$ cat config.mk
export PLATFORM = sky130hd
export DESIGN_NAME = xmodem_crc_flash_receiver_unit
export DESIGN_NICKNAME = d
export VERILOG_FILES = /design/src/sv/xcfr_pkg.sv /design/src/sv/xcfr_datapath.sv /design/src/sv/xcfr_ctrl.sv /design/src/sv/xmodem_crc_flash_receiver_unit.sv
export SDC_FILE = /design/constraint.sdc
export NUM_CORES = 2
export LEC_CHECK = 0
export ABC_AREA = 0
export BUFFER_PORTS_ARGS = -buffer_cell sky130_fd_sc_hd__buf_2
export CORE_MARGIN = 5
export CORE_UTILIZATION = 63
export DETAILED_ROUTE_END_ITERATION = 10
export GPL_TIMING_DRIVEN = 0
export MAX_ROUTING_LAYER = met4
export PLACE_DENSITY = 0.8
export REMOVE_ABC_BUFFERS = 1
export SLEW_MARGIN = 0
export SYNTH_ARGS = -nofsm -noshare
export SYNTH_HDL_FRONTEND = slang
export SYNTH_SLANG_ARGS = --single-unit
$ cat constraint.sdc
create_clock -name clk -period 9.66 [get_ports clk]
set_clock_uncertainty 0.05 [all_clocks]
set_input_delay 0.966 -clock clk [delete_from_list [all_inputs] [get_ports clk]]
set_output_delay 0.966 -clock clk [all_outputs]
set_load 0.1 [all_outputs]
$ cat src/sv/xcfr_pkg.sv
`default_nettype none
package xcfr_pkg;

    localparam int PacketBytes = 128;
    localparam int WordCount   = PacketBytes / 4;
    localparam int StoreAw     = $clog2(PacketBytes);
    localparam int WordAw      = $clog2(WordCount);
    localparam logic [3:0] RetryLimit = 4'd5;

    localparam logic [7:0] ChSoh = 8'h01;
    localparam logic [7:0] ChEot = 8'h04;
    localparam logic [7:0] ChAck = 8'h06;
    localparam logic [7:0] ChNak = 8'h15;
    localparam logic [7:0] ChCan = 8'h18;

    localparam logic [1:0] KindStart   = 2'd0;
    localparam logic [1:0] KindByte    = 2'd1;
    localparam logic [1:0] KindTimeout = 2'd2;
    localparam logic [1:0] KindFinish  = 2'd3;

    localparam logic [1:0] OutTx    = 2'd0;
    localparam logic [1:0] OutErase = 2'd1;
    localparam logic [1:0] OutWrite = 2'd2;
    localparam logic [1:0] OutEnd   = 2'd3;

    localparam logic [1:0] StRun     = 2'd0;
    localparam logic [1:0] StSuccess = 2'd1;
    localparam logic [1:0] StCan     = 2'd2;
    localparam logic [1:0] StGaveUp  = 2'd3;

    localparam logic [1:0] CauseNone  = 2'd0;
    localparam logic [1:0] CauseSize  = 2'd1;
    localparam logic [1:0] CauseAddr  = 2'd2;
    localparam logic [1:0] CauseRetry = 2'd3;

    localparam logic [1:0] RegStart = 2'd0;
    localparam logic [1:0] RegEnd   = 2'd1;
    localparam logic [1:0] RegShift = 2'd2;

    // tdata layout of a result
    typedef struct packed {
        logic [1:0]  error_cause;
        logic [1:0]  status;
        logic [31:0] write_word;
        logic [31:0] write_addr;
        logic [24:0] sector_index;
        logic [7:0]  tx_byte;
        logic [1:0]  out_kind;
    } result_t;

    // controller -> datapath commands
    typedef struct packed {
        logic session_start;   // load pointers from start_addr
        logic hdr_take_pid;
        logic data_take;       // store byte, update crc
        logic crc1_take;
        logic retry_inc;
        logic retry_clr;
        logic enter_data;
        logic exp_inc;
        logic packet_commit;   // advance write pointer, head taken
        logic sector_take;
        logic head_take0;
        logic head_take1;
        logic rd_en;
        logic [WordAw-1:0] rd_word;
    } cmd_t;

    // datapath -> controller status
    typedef struct packed {
        logic pid_ok;        // packet number matches complement
        logic crc_ok;
        logic last_data;
        logic num_is_zero;
        logic num_is_exp;
        logic size_ok;
        logic addr_ok;
        logic sector_new;
        logic retry_over;
        logic in_data;
        logic head_taken;
    } stat_t;

endpackage
`default_nettype wire

$ cat src/sv/xcfr_datapath.sv
`default_nettype none
module xcfr_datapath (
    input  wire logic                 clk,
    input  wire logic                 rst_n,
    input  wire logic                 cfg_we,
    input  wire logic [1:0]           cfg_idx,
    input  wire logic [31:0]          cfg_val,
    input  wire logic [7:0]           rx_byte,
    input  wire xcfr_pkg::cmd_t       cmd,
    output xcfr_pkg::stat_t           stat,
    output logic [31:0]               rd_data,
    output logic [31:0]               wptr,
    output logic [24:0]               sector,
    output logic [31:0]               head_addr,
    output logic [31:0]               head_w0,
    output logic [31:0]               head_w1
);

    logic [31:0] start_reg, end_reg;
    logic [4:0]  shift_reg;
    logic [7:0]  bcnt_reg, pnum_reg, exp_reg, crch_reg;
    logic [15:0] crc_reg, crc_next;
    logic [3:0]  retry_reg;
    logic [31:0] wptr_reg, prior_reg, hadr_reg, hw0_reg, hw1_reg;
    logic        indata_reg, htaken_reg;
    logic [7:0]  store0 [xcfr_pkg::WordCount];
    logic [7:0]  store1 [xcfr_pkg::WordCount];
    logic [7:0]  store2 [xcfr_pkg::WordCount];
    logic [7:0]  store3 [xcfr_pkg::WordCount];
    logic [31:0] sec_full;
    logic [31:0] word0_reg;

    always_comb
    begin
        logic [15:0] c;
        c = crc_reg ^ {rx_byte, 8'h00};
        for (int i = 0; i < 8; i++)
        begin
            c = c[15] ? ({c[14:0], 1'b0} ^ 16'h1021) : {c[14:0], 1'b0};
        end
        crc_next = c;
    end

    assign sec_full = wptr_reg >> shift_reg;

    always_ff @(posedge clk)
    begin
        if (cmd.data_take)
        begin
            unique case (bcnt_reg[1:0])
                2'd0: store0[bcnt_reg[xcfr_pkg::StoreAw-1:2]] <= rx_byte;
                2'd1: store1[bcnt_reg[xcfr_pkg::StoreAw-1:2]] <= rx_byte;
                2'd2: store2[bcnt_reg[xcfr_pkg::StoreAw-1:2]] <= rx_byte;
                default: store3[bcnt_reg[xcfr_pkg::StoreAw-1:2]] <= rx_byte;
            endcase
        end
        if (cmd.rd_en)
        begin
            rd_data <= {store3[cmd.rd_word], store2[cmd.rd_word],
                        store1[cmd.rd_word], store0[cmd.rd_word]};
        end
    end

    // word 0 kept aside for the size check of packet 0
    always_ff @(posedge clk)
    begin
        if (cmd.data_take && bcnt_reg[xcfr_pkg::StoreAw-1:2] == '0)
        begin
            unique case (bcnt_reg[1:0])
                2'd0: word0_reg[7:0]   <= rx_byte;
                2'd1: word0_reg[15:8]  <= rx_byte;
                2'd2: word0_reg[23:16] <= rx_byte;
                default: word0_reg[31:24] <= rx_byte;
            endcase
        end
    end

    always_ff @(posedge clk or negedge rst_n)
    begin
        if (!rst_n)
        begin
            start_reg  <= '0;
            end_reg    <= '0;
            shift_reg  <= 5'd10;
            bcnt_reg   <= '0;
            pnum_reg   <= 8'hFF;
            exp_reg    <= '0;
            crc_reg    <= '0;
            crch_reg   <= '0;
            retry_reg  <= '0;
            wptr_reg   <= '0;
            prior_reg  <= '0;
            hadr_reg   <= '0;
            hw0_reg    <= '0;
            hw1_reg    <= '0;
            indata_reg <= 1'b0;
            htaken_reg <= 1'b0;
        end
        else
        begin
            if (cfg_we)
            begin
                unique case (cfg_idx)
                    xcfr_pkg::RegStart: start_reg <= cfg_val;
                    xcfr_pkg::RegEnd:   end_reg   <= cfg_val;
                    xcfr_pkg::RegShift: shift_reg <= cfg_val[4:0];
                    default: ;
                endcase
            end
            if (cmd.session_start)
            begin
                indata_reg <= 1'b0;
                retry_reg  <= '0;
                exp_reg    <= '0;
                wptr_reg   <= start_reg;
                hadr_reg   <= start_reg;
                prior_reg  <= '0;
                htaken_reg <= 1'b0;
            end
            if (cmd.hdr_take_pid)
            begin
                pnum_reg <= rx_byte;
                bcnt_reg <= '0;
                crc_reg  <= '0;
            end
            if (cmd.data_take)
            begin
                crc_reg  <= crc_next;
                bcnt_reg <= bcnt_reg + 8'd1;
            end
            if (cmd.crc1_take)
                crch_reg <= rx_byte;
            if (cmd.retry_clr)
                retry_reg <= '0;
            else if (cmd.retry_inc && retry_reg != 4'hF)
                retry_reg <= retry_reg + 4'd1;
            if (cmd.enter_data)
            begin
                indata_reg <= 1'b1;
                exp_reg    <= 8'd1;
            end
            if (cmd.exp_inc)
                exp_reg <= exp_reg + 8'd1;
            if (cmd.sector_take)
                prior_reg <= sec_full;
            if (cmd.head_take0)
                hw0_reg <= rd_data;
            if (cmd.head_take1)
                hw1_reg <= rd_data;
            if (cmd.packet_commit)
            begin
                wptr_reg   <= wptr_reg + 32'(xcfr_pkg::PacketBytes);
                htaken_reg <= 1'b1;
            end
        end
    end

    always_comb
    begin
        stat.pid_ok      = (pnum_reg == ~rx_byte);
        stat.crc_ok      = (crch_reg == crc_reg[15:8]) && (rx_byte == crc_reg[7:0]);
        stat.last_data   = (bcnt_reg == 8'(xcfr_pkg::PacketBytes - 1));
        stat.num_is_zero = (pnum_reg == 8'd0);
        stat.num_is_exp  = (pnum_reg == exp_reg);
        stat.size_ok     = !(word0_reg > (end_reg - start_reg));
        stat.addr_ok     = !((wptr_reg + 32'(xcfr_pkg::PacketBytes)) > end_reg);
        stat.sector_new  = (sec_full != prior_reg);
        stat.retry_over  = (retry_reg >= xcfr_pkg::RetryLimit);
        stat.in_data     = indata_reg;
        stat.head_taken  = htaken_reg;
    end

    assign wptr      = wptr_reg;
    assign sector    = sec_full[24:0];
    assign head_addr = hadr_reg;
    assign head_w0   = hw0_reg;
    assign head_w1   = hw1_reg;

`ifndef NO_ASSERTIONS
    a_bcnt_range: assert property (@(posedge clk) disable iff (!rst_n)
        cmd.data_take |-> bcnt_reg < 8'(xcfr_pkg::PacketBytes))
        else $error("byte count past packet");
    a_commit_adv: assert property (@(posedge clk) disable iff (!rst_n)
        cmd.packet_commit && !cmd.session_start
        |=> wptr_reg == $past(wptr_reg) + 32'(xcfr_pkg::PacketBytes))
        else $error("write pointer not advanced");
    a_head_once: assert property (@(posedge clk) disable iff (!rst_n)
        cmd.head_take0 |-> !htaken_reg)
        else $error("head word taken twice");
`endif

endmodule
`default_nettype wire

$ cat src/sv/xcfr_ctrl.sv
`default_nettype none
module xcfr_ctrl (
    input  wire logic                 clk,
    input  wire logic                 rst_n,
    input  wire logic                 in_valid,
    output logic                      in_ready,
    input  wire logic [1:0]           kind,
    input  wire logic [7:0]           rx_byte,
    input  wire xcfr_pkg::stat_t      stat,
    output xcfr_pkg::cmd_t            cmd,
    input  wire logic [31:0]          rd_data,
    input  wire logic [31:0]          wptr,
    input  wire logic [24:0]          sector,
    input  wire logic [31:0]          head_addr,
    input  wire logic [31:0]          head_w0,
    input  wire logic [31:0]          head_w1,
    output logic                      out_valid,
    input  wire logic                 out_ready,
    output xcfr_pkg::result_t         out_data,
    output logic                      out_last
);

    typedef enum logic [7:0] {
        PH_IDLE  = 8'b0000_0001,
        PH_HDR   = 8'b0000_0010,
        PH_PID   = 8'b0000_0100,
        PH_IPID  = 8'b0000_1000,
        PH_DATA  = 8'b0001_0000,
        PH_CRC1  = 8'b0010_0000,
        PH_CRC2  = 8'b0100_0000,
        PH_DRAIN = 8'b1000_0000
    } phase_t;

    typedef enum logic [4:0] {
        SQ_NONE  = 5'b00001,
        SQ_WORDS = 5'b00010,
        SQ_ACK   = 5'b00100,
        SQ_HEAD1 = 5'b01000,
        SQ_FAIL  = 5'b10000
    } seq_t;

    phase_t phase_reg, phase_next;
    seq_t   seq_reg, seq_next;
    logic [xcfr_pkg::WordAw:0] widx_reg, widx_next;
    logic   rd_ok_reg, rd_ok_next;
    logic [1:0] fcause_reg, fcause_next;
    logic   ov_reg, ov_next, last_reg, last_next;
    xcfr_pkg::result_t od_reg, od_next;
    logic   take, space;

    assign space    = !ov_reg || out_ready;
    assign in_ready = (seq_reg == SQ_NONE) && space;
    assign take     = in_valid && in_ready;

    function automatic xcfr_pkg::result_t mk(input logic [1:0] k, input logic [7:0] tx,
        input logic [24:0] sec, input logic [31:0] a, input logic [31:0] w,
        input logic [1:0] st, input logic [1:0] ca);
        xcfr_pkg::result_t r;
        r.out_kind = k; r.tx_byte = tx; r.sector_index = sec;
        r.write_addr = a; r.write_word = w; r.status = st; r.error_cause = ca;
        return r;
    endfunction

    always_comb
    begin
        logic emit;
        phase_next  = phase_reg;
        seq_next    = seq_reg;
        widx_next   = widx_reg;
        rd_ok_next  = 1'b0;
        fcause_next = fcause_reg;
        cmd         = '0;
        emit        = 1'b0;
        od_next     = od_reg;
        last_next   = last_reg;
        unique case (seq_reg)
            SQ_NONE:
            begin
                if (take)
                begin
                    unique case (kind)
                        xcfr_pkg::KindStart:
                        begin
                            cmd.session_start = 1'b1;
                            phase_next = PH_HDR;
                            emit = 1'b1; last_next = 1'b1;
                            od_next = mk(xcfr_pkg::OutTx, xcfr_pkg::ChNak, '0, '0, '0,
                                xcfr_pkg::StRun, xcfr_pkg::CauseNone);
                        end
                        xcfr_pkg::KindFinish:
                        begin
                            emit = 1'b1; last_next = 1'b0;
                            od_next = mk(xcfr_pkg::OutWrite, '0, '0, head_addr, head_w0,
                                xcfr_pkg::StRun, xcfr_pkg::CauseNone);
                            seq_next = SQ_HEAD1;
                        end
                        xcfr_pkg::KindTimeout:
                        begin
                            priority case (1'b1)
                                phase_reg == PH_IDLE: ;
                                phase_reg != PH_DRAIN: phase_next = PH_DRAIN;
                                stat.retry_over:
                                begin
                                    cmd.retry_inc = 1'b1;
                                    phase_next = PH_IDLE;
                                    emit = 1'b1;
                                    if (stat.in_data)
                                    begin
                                        last_next = 1'b0;
                                        fcause_next = xcfr_pkg::CauseRetry;
                                        seq_next = SQ_FAIL;
                                        od_next = mk(xcfr_pkg::OutTx, xcfr_pkg::ChCan, '0,
                                            '0, '0, xcfr_pkg::StRun, xcfr_pkg::CauseNone);
                                    end
                                    else
                                    begin
                                        last_next = 1'b1;
                                        od_next = mk(xcfr_pkg::OutEnd, '0, '0, '0, '0,
                                            xcfr_pkg::StGaveUp, xcfr_pkg::CauseRetry);
                                    end
                                end
                                default:
                                begin
                                    cmd.retry_inc = 1'b1;
                                    phase_next = PH_HDR;
                                    emit = 1'b1; last_next = 1'b1;
                                    od_next = mk(xcfr_pkg::OutTx, xcfr_pkg::ChNak, '0, '0,
                                        '0, xcfr_pkg::StRun, xcfr_pkg::CauseNone);
                                end
                            endcase
                        end
                        default:
                        begin
                            unique case (phase_reg)
                                PH_HDR:
                                begin
                                    if (rx_byte == xcfr_pkg::ChSoh)
                                        phase_next = PH_PID;
                                    else if (rx_byte == xcfr_pkg::ChEot && stat.in_data)
                                    begin
                                        phase_next = PH_IDLE;
                                        emit = 1'b1; last_next = 1'b0;
                                        fcause_next = xcfr_pkg::CauseNone;
                                        seq_next = SQ_FAIL;
                                        od_next = mk(xcfr_pkg::OutTx, xcfr_pkg::ChAck, '0,
                                            '0, '0, xcfr_pkg::StRun, xcfr_pkg::CauseNone);
                                    end
                                    else
                                        phase_next = PH_DRAIN;
                                end
                                PH_PID:
                                begin
                                    cmd.hdr_take_pid = 1'b1;
                                    phase_next = PH_IPID;
                                end
                                PH_IPID:
                                    phase_next = stat.pid_ok ? PH_DATA : PH_DRAIN;
                                PH_DATA:
                                begin
                                    cmd.data_take = 1'b1;
                                    if (stat.last_data)
                                        phase_next = PH_CRC1;
                                end
                                PH_CRC1:
                                begin
                                    cmd.crc1_take = 1'b1;
                                    phase_next = PH_CRC2;
                                end
                                PH_CRC2:
                                begin
                                    priority if (!stat.crc_ok)
                                        phase_next = PH_DRAIN;
                                    else if (!stat.in_data)
                                    begin
                                        if (!stat.num_is_zero)
                                            phase_next = PH_DRAIN;
                                        else if (!stat.size_ok)
                                        begin
                                            phase_next = PH_IDLE;
                                            emit = 1'b1; last_next = 1'b0;
                                            fcause_next = xcfr_pkg::CauseSize;
                                            seq_next = SQ_FAIL;
                                            od_next = mk(xcfr_pkg::OutTx, xcfr_pkg::ChCan,
                                                '0, '0, '0, xcfr_pkg::StRun,
                                                xcfr_pkg::CauseNone);
                                        end
                                        else
                                        begin
                                            cmd.enter_data = 1'b1;
                                            cmd.retry_clr = 1'b1;
                                            phase_next = PH_HDR;
                                            emit = 1'b1; last_next = 1'b1;
                                            od_next = mk(xcfr_pkg::OutTx, xcfr_pkg::ChAck,
                                                '0, '0, '0, xcfr_pkg::StRun,
                                                xcfr_pkg::CauseNone);
                                        end
                                    end
                                    else if (!stat.num_is_exp)
                                        phase_next = PH_DRAIN;
                                    else if (!stat.addr_ok)
                                    begin
                                        phase_next = PH_IDLE;
                                        emit = 1'b1; last_next = 1'b0;
                                        fcause_next = xcfr_pkg::CauseAddr;
                                        seq_next = SQ_FAIL;
                                        od_next = mk(xcfr_pkg::OutTx, xcfr_pkg::ChCan, '0,
                                            '0, '0, xcfr_pkg::StRun, xcfr_pkg::CauseNone);
                                    end
                                    else
                                    begin
                                        phase_next = PH_HDR;
                                        seq_next = SQ_WORDS;
                                        widx_next = '0;
                                        cmd.rd_en = 1'b1;
                                        cmd.rd_word = '0;
                                        rd_ok_next = 1'b1;
                                        if (stat.sector_new)
                                        begin
                                            cmd.sector_take = 1'b1;
                                            emit = 1'b1; last_next = 1'b0;
                                            od_next = mk(xcfr_pkg::OutErase, '0, sector,
                                                '0, '0, xcfr_pkg::StRun,
                                                xcfr_pkg::CauseNone);
                                        end
                                    end
                                end
                                default: ;
                            endcase
                        end
                    endcase
                end
            end
            SQ_WORDS:
            begin
                // read data for widx is valid when rd_ok_reg is set
                if (rd_ok_reg && space)
                begin
                    emit = 1'b1; last_next = 1'b0;
                    od_next = mk(xcfr_pkg::OutWrite, '0, '0,
                        wptr + {25'd0, widx_reg[xcfr_pkg::WordAw-1:0], 2'b00},
                        (!stat.head_taken && widx_reg < 2) ? 32'hFFFF_FFFF : rd_data,
                        xcfr_pkg::StRun, xcfr_pkg::CauseNone);
                    cmd.head_take0 = !stat.head_taken && widx_reg == 0;
                    cmd.head_take1 = !stat.head_taken && widx_reg == 1;
                    widx_next = widx_reg + 1'b1;
                    if (widx_reg == (xcfr_pkg::WordAw+1)'(xcfr_pkg::WordCount - 1))
                        seq_next = SQ_ACK;
                    else
                    begin
                        cmd.rd_en = 1'b1;
                        cmd.rd_word = widx_next[xcfr_pkg::WordAw-1:0];
                        rd_ok_next = 1'b1;
                    end
                end
                else
                    rd_ok_next = rd_ok_reg;
            end
            SQ_ACK:
            begin
                if (space)
                begin
                    cmd.packet_commit = 1'b1;
                    cmd.exp_inc = 1'b1;
                    cmd.retry_clr = 1'b1;
                    emit = 1'b1; last_next = 1'b1;
                    seq_next = SQ_NONE;
                    od_next = mk(xcfr_pkg::OutTx, xcfr_pkg::ChAck, '0, '0, '0,
                        xcfr_pkg::StRun, xcfr_pkg::CauseNone);
                end
            end
            SQ_HEAD1:
            begin
                if (space)
                begin
                    emit = 1'b1; last_next = 1'b1;
                    seq_next = SQ_NONE;
                    od_next = mk(xcfr_pkg::OutWrite, '0, '0, head_addr + 32'd4, head_w1,
                        xcfr_pkg::StRun, xcfr_pkg::CauseNone);
                end
            end
            default:
            begin
                // session end after CAN or EOT ack
                if (space)
                begin
                    emit = 1'b1; last_next = 1'b1;
                    seq_next = SQ_NONE;
                    od_next = mk(xcfr_pkg::OutEnd, '0, '0, '0, '0,
                        (fcause_reg == xcfr_pkg::CauseNone) ? xcfr_pkg::StSuccess
                                                            : xcfr_pkg::StCan,
                        fcause_reg);
                end
            end
        endcase
        ov_next = emit ? 1'b1 : (out_ready ? 1'b0 : ov_reg);
    end

    always_ff @(posedge clk or negedge rst_n)
    begin
        if (!rst_n)
        begin
            phase_reg  <= PH_IDLE;
            seq_reg    <= SQ_NONE;
            widx_reg   <= '0;
            rd_ok_reg  <= 1'b0;
            fcause_reg <= xcfr_pkg::CauseNone;
            ov_reg     <= 1'b0;
            last_reg   <= 1'b0;
        end
        else
        begin
            phase_reg  <= phase_next;
            seq_reg    <= seq_next;
            widx_reg   <= widx_next;
            rd_ok_reg  <= rd_ok_next;
            fcause_reg <= fcause_next;
            ov_reg     <= ov_next;
            last_reg   <= last_next;
        end
    end

    always_ff @(posedge clk)
    begin
        od_reg <= od_next;
    end

    assign out_valid = ov_reg;
    assign out_data  = od_reg;
    assign out_last  = last_reg;

`ifndef NO_ASSERTIONS
    a_busy_no_in: assert property (@(posedge clk) disable iff (!rst_n)
        seq_reg != SQ_NONE |-> !in_ready)
        else $error("input taken during burst");
    a_words_rd: assert property (@(posedge clk) disable iff (!rst_n)
        seq_reg == SQ_WORDS && $past(seq_reg) == SQ_WORDS && $past(cmd.rd_en)
        |-> rd_ok_reg)
        else $error("read data not flagged");
    a_hold: assert property (@(posedge clk) disable iff (!rst_n)
        out_valid && !out_ready |=> out_valid && $stable(out_data))
        else $error("result dropped while stalled");
`endif

endmodule
`default_nettype wire

$ cat src/sv/xmodem_crc_flash_receiver_unit.sv
`default_nettype none
// Channel   Dir  Handshake                   Payload
// s_axis    in   s_axis_tvalid/tready        tdata {rx_byte, kind}
// m_axis    out  m_axis_tvalid/tready        tdata result fields, tlast
// cfg       in   cfg_valid/cfg_ready         cfg_index, cfg_data
// One input transaction per cycle while no result burst is pending and the
// output register is free; a packet end emits up to 34 results, one per cycle
// while the output accepts them, read from the packet store one word a cycle
// (one read port, registered). Reset is asynchronous; it clears control state
// only. Output stalls hold the result register and block input until drained.
module xmodem_crc_flash_receiver_unit (
    input  wire logic         clk,
    input  wire logic         rst_n,
    input  wire logic         s_axis_tvalid,
    output logic              s_axis_tready,
    input  wire logic [15:0]  s_axis_tdata,   // [1:0] kind, [9:2] rx_byte, zero fill
    output logic              m_axis_tvalid,
    input  wire logic         m_axis_tready,
    output logic [135:0]      m_axis_tdata,   // [1:0] out_kind, [9:2] tx_byte,
                                              // [34:10] sector_index, [66:35] write_addr,
                                              // [98:67] write_word, [100:99] status,
                                              // [102:101] error_cause, zero fill
    output logic              m_axis_tlast,
    input  wire logic         cfg_valid,
    output logic              cfg_ready,
    input  wire logic [1:0]   cfg_index,
    input  wire logic [31:0]  cfg_data
);

    xcfr_pkg::cmd_t    cmd;
    xcfr_pkg::stat_t   stat;
    xcfr_pkg::result_t od;
    logic [31:0] rd_data, wptr, head_addr, head_w0, head_w1;
    logic [24:0] sector;

    assign cfg_ready = 1'b1;

    xcfr_datapath u_dp (
        .clk(clk), .rst_n(rst_n),
        .cfg_we(cfg_valid), .cfg_idx(cfg_index), .cfg_val(cfg_data),
        .rx_byte(s_axis_tdata[9:2]), .cmd(cmd), .stat(stat),
        .rd_data(rd_data), .wptr(wptr), .sector(sector),
        .head_addr(head_addr), .head_w0(head_w0), .head_w1(head_w1)
    );

    xcfr_ctrl u_ctrl (
        .clk(clk), .rst_n(rst_n),
        .in_valid(s_axis_tvalid), .in_ready(s_axis_tready),
        .kind(s_axis_tdata[1:0]), .rx_byte(s_axis_tdata[9:2]),
        .stat(stat), .cmd(cmd), .rd_data(rd_data), .wptr(wptr), .sector(sector),
        .head_addr(head_addr), .head_w0(head_w0), .head_w1(head_w1),
        .out_valid(m_axis_tvalid), .out_ready(m_axis_tready),
        .out_data(od), .out_last(m_axis_tlast)
    );

    assign m_axis_tdata = {33'd0, od};

endmodule
`default_nettype wire

==> flow_summary.toml <==
[power]
power.switching_uw = 5850
pwr-share-comb_pct = 22.6
clkPwrFrac_pct = 32.5
leakage_uw = 0.0277
pwr-share-seq_pct = 45.0
powerDensity_nw_per_um2 = 233
power.internal_uw = 11800
total_power_uw = 17700
ir_drop_mv = 0.232
p_sw_share_pct = 33.2

[synthesis]
synth-edff-count = 1188
async_flop_share_pct = 20.5
synth_seq_cells = 1495
synth-main-ff-cell = "edfxtp_1"
netlist_area_um2 = 68500
synth_cell_type_count = 86
syn_inst = 5753
synth_seq_area_share_pct = 63.3
synth_warnings = 0
syn_area_per_cell_um2 = 11.9

[cts]
cts_tree = "built"
cts_hold_buffers = 0
clk_latency_ps = 780
h-tree-depth = 4
cts_made_buffers = 149
clock-sinks = 1495
cts_root_buf = "clkbuf_16"
cts_resized = 0
cts_buffer_depth = 3
postCtsSetupBuffers = 0
clkTransAtPathRegs_ps = 60

[placement]
gp_congestion = 0.939
pre_cts_ws_ps = 2320
io_buffers = 151
placed_cell_area_um2 = 70900
dp_hpwl_um = 112000

[final_layout]
drive_above_1_share_pct = 11.5
final_area_um2 = 75800
area_growth_pct = 10.6
most-common-layout-cells = "edfxtp_1, nand2_1, nor2_1, nand3_1, dfrtp_1"
fin_nets = 5884
layout_commonest_cell = "edfxtp_1"

[grt]
grt_pass1_vias = 46700
overflow = 0
grt_max_degree = 141
grtUsageTotal_pct = 31.4
grt_first_pass_wirelength_um = 274000
antenna_found_initial = 2

[sta]
relSlewSlack_pct = 8.82
final.min_clock_period_ps = 7540
tightest_slew_ps = 1370
final_hold_viol_count = 0
max_freq_mhz = 133
setup_viol = 0
period_share_pct = 78.0
rsz0062_at_grt = "false"
hold_ws_ps = 109
drv_slew = 0
layout_setup_ws_ps = 2120

[status]
violations = "design-rule violations"
run_status = "finished, violations left"

[floorplanning]
start_util_pct = 63.2
fp.coreArea_um2 = 108000
num_rows = 121
die_x_um = 340
die_h_um = 340
io_pins = 195
die-area_um2 = 115000

[worst_setup_path]
path_max_fanout = 9
critPathKind = "register to register"
reg2reg_depth = 19
worstPathArrival_ps = 8140
critPathLaunchType = "register"
cp-end-kind = "register"
cp_data_required_time_ps = 10270

[drt]
drtIter0Drc = 6633
wire_per_inst_um = 24.8
ant_nets = 0
drc = 1
drt_wl_total_um = 179000
num_vias = 47900
dr.pass1.iters = 11
vias_per_cell = 6.62

[worst_hold_path]
worst_hold_path_type = "input port to async pin"

[flow_run]
maxCapViolations = 0
-- cell families after synthesis --
| group | synth area share (%) |
|---|---|
| buffers and inverters | 3.49 |
| xor gates and xnor gates | 2.10 |
| and+or+nand+nor | 13.6 |
| adders and majority gates | 2.21 |
| other | 0.0110 |
| DFF | 63.3 |
| AOI/OAI and AO/OA | 10.8 |
| muxes | 4.52 |
-- power by group through the flow --
stage | Combinational, uW | Sequential (uW) | Clock (uW)
2_1_floorplan | 1830 | 9090 | 0
3_3_place_gp | 3800 | 8080 | 0
3_5_place_dp | 3940 | 8030 | 0
4_1_cts | 3970 | 7900 | 5760
5_1_grt | 4260 | 7970 | 6050
6_report | 3990 | 7940 | 5730
-- synthesized netlist by cell type, drive strengths merged (66+ instances only) --
| library cell | number | area share (%) |
|---|---|---|
| xor2 | 92 | 1.2 |
| nand3 | 345 | 2.5 |
| buf | 103 | 0.89 |
| a311oi | 99 | 1.3 |
| mux2 | 137 | 2.3 |
| nor2 | 368 | 2.0 |
| a21oi | 90 | 0.66 |
| edfxtp | 1188 | 52 |
| a31oi | 87 | 0.79 |
| o21ai | 307 | 2.2 |
| o211ai | 121 | 1.3 |
| xnor2 | 72 | 0.92 |
| or3 | 119 | 1.1 |
| nand2 | 955 | 5.2 |
| dfrtp | 295 | 11 |
| inv | 127 | 0.70 |
| a211oi | 66 | 0.72 |
| o221ai | 84 | 1.1 |
| clkbuf | 348 | 1.9 |
| ha | 118 | 2.2 |
-- critical path: stages (launching register included) --
cell and delay [ps]:
dfrtp_1 610, ha_1 360, nand3_1 230, nor3_1 550
and3_1 380, and3_1 270, nand3_1 220, nor2_1 210
xor2_1 240, ha_1 300, a21o_1 180, a21o_1 160
a21oi_1 160, o2111ai_1 230, a2111oi_0 840, a21oi_1 470
nor3_1 840, o211ai_1 450, nor3_1 300, mux2_2 370
-- per-stage QoR --
step,setup TNS [ps],util (%),instances
after floorplan,-295520,-,5337
after global placement,-1280150,63.9,6902
after detailed placement,0,65.4,6971
after CTS,0,69.9,7239
after global routing,0,69.9,7241
final,0,69.9,7241
-- area by class of cell --
| cell class | instances | area, um2 |
|---|---|---|
| clock inverters | 71 | 747 |
| repair buffers | 221 | 2320 |
| inverters | 127 | 484 |
| clock buffers | 197 | 4100 |
| fillers | 7224 | 32600 |
| diodes | 1 | 2.50 |
| flip-flops and latches | 1495 | 43400 |
| well taps | 1414 | 1770 |
| multi-input cells | 3715 | 23000 |
-- worst paths after layout --
path,startpoint,endpoint,slack [ps]
max in group asynchronous,rst_n,u_dp.crc_reg[12],8350
setup reg to reg,u_dp.wptr[7],u_ctrl.widx_reg[5],2120
setup / recovery,u_dp.wptr[7],u_ctrl.widx_reg[5],2120
hold reg to reg,u_dp.htaken_reg,u_dp.htaken_reg,430
min in group clk,cfg_data[27],u_dp.start_reg[27],360
hold / removal,rst_n,u_dp.head_addr[26],110
-- per-layer routing --
metal | global-route usage (%) | part of all wire, % | vias to the layer above
met5 | - | 0 | -
li1 | - | - | 21200
met1 | 40.0 | 37 | 23300
met3 | 5.75 | 9.9 | 490
met2 | 49.7 | 48 | 2929
met4 | 14.3 | 5.1 | 0
(Power assumes the default switching activity.)
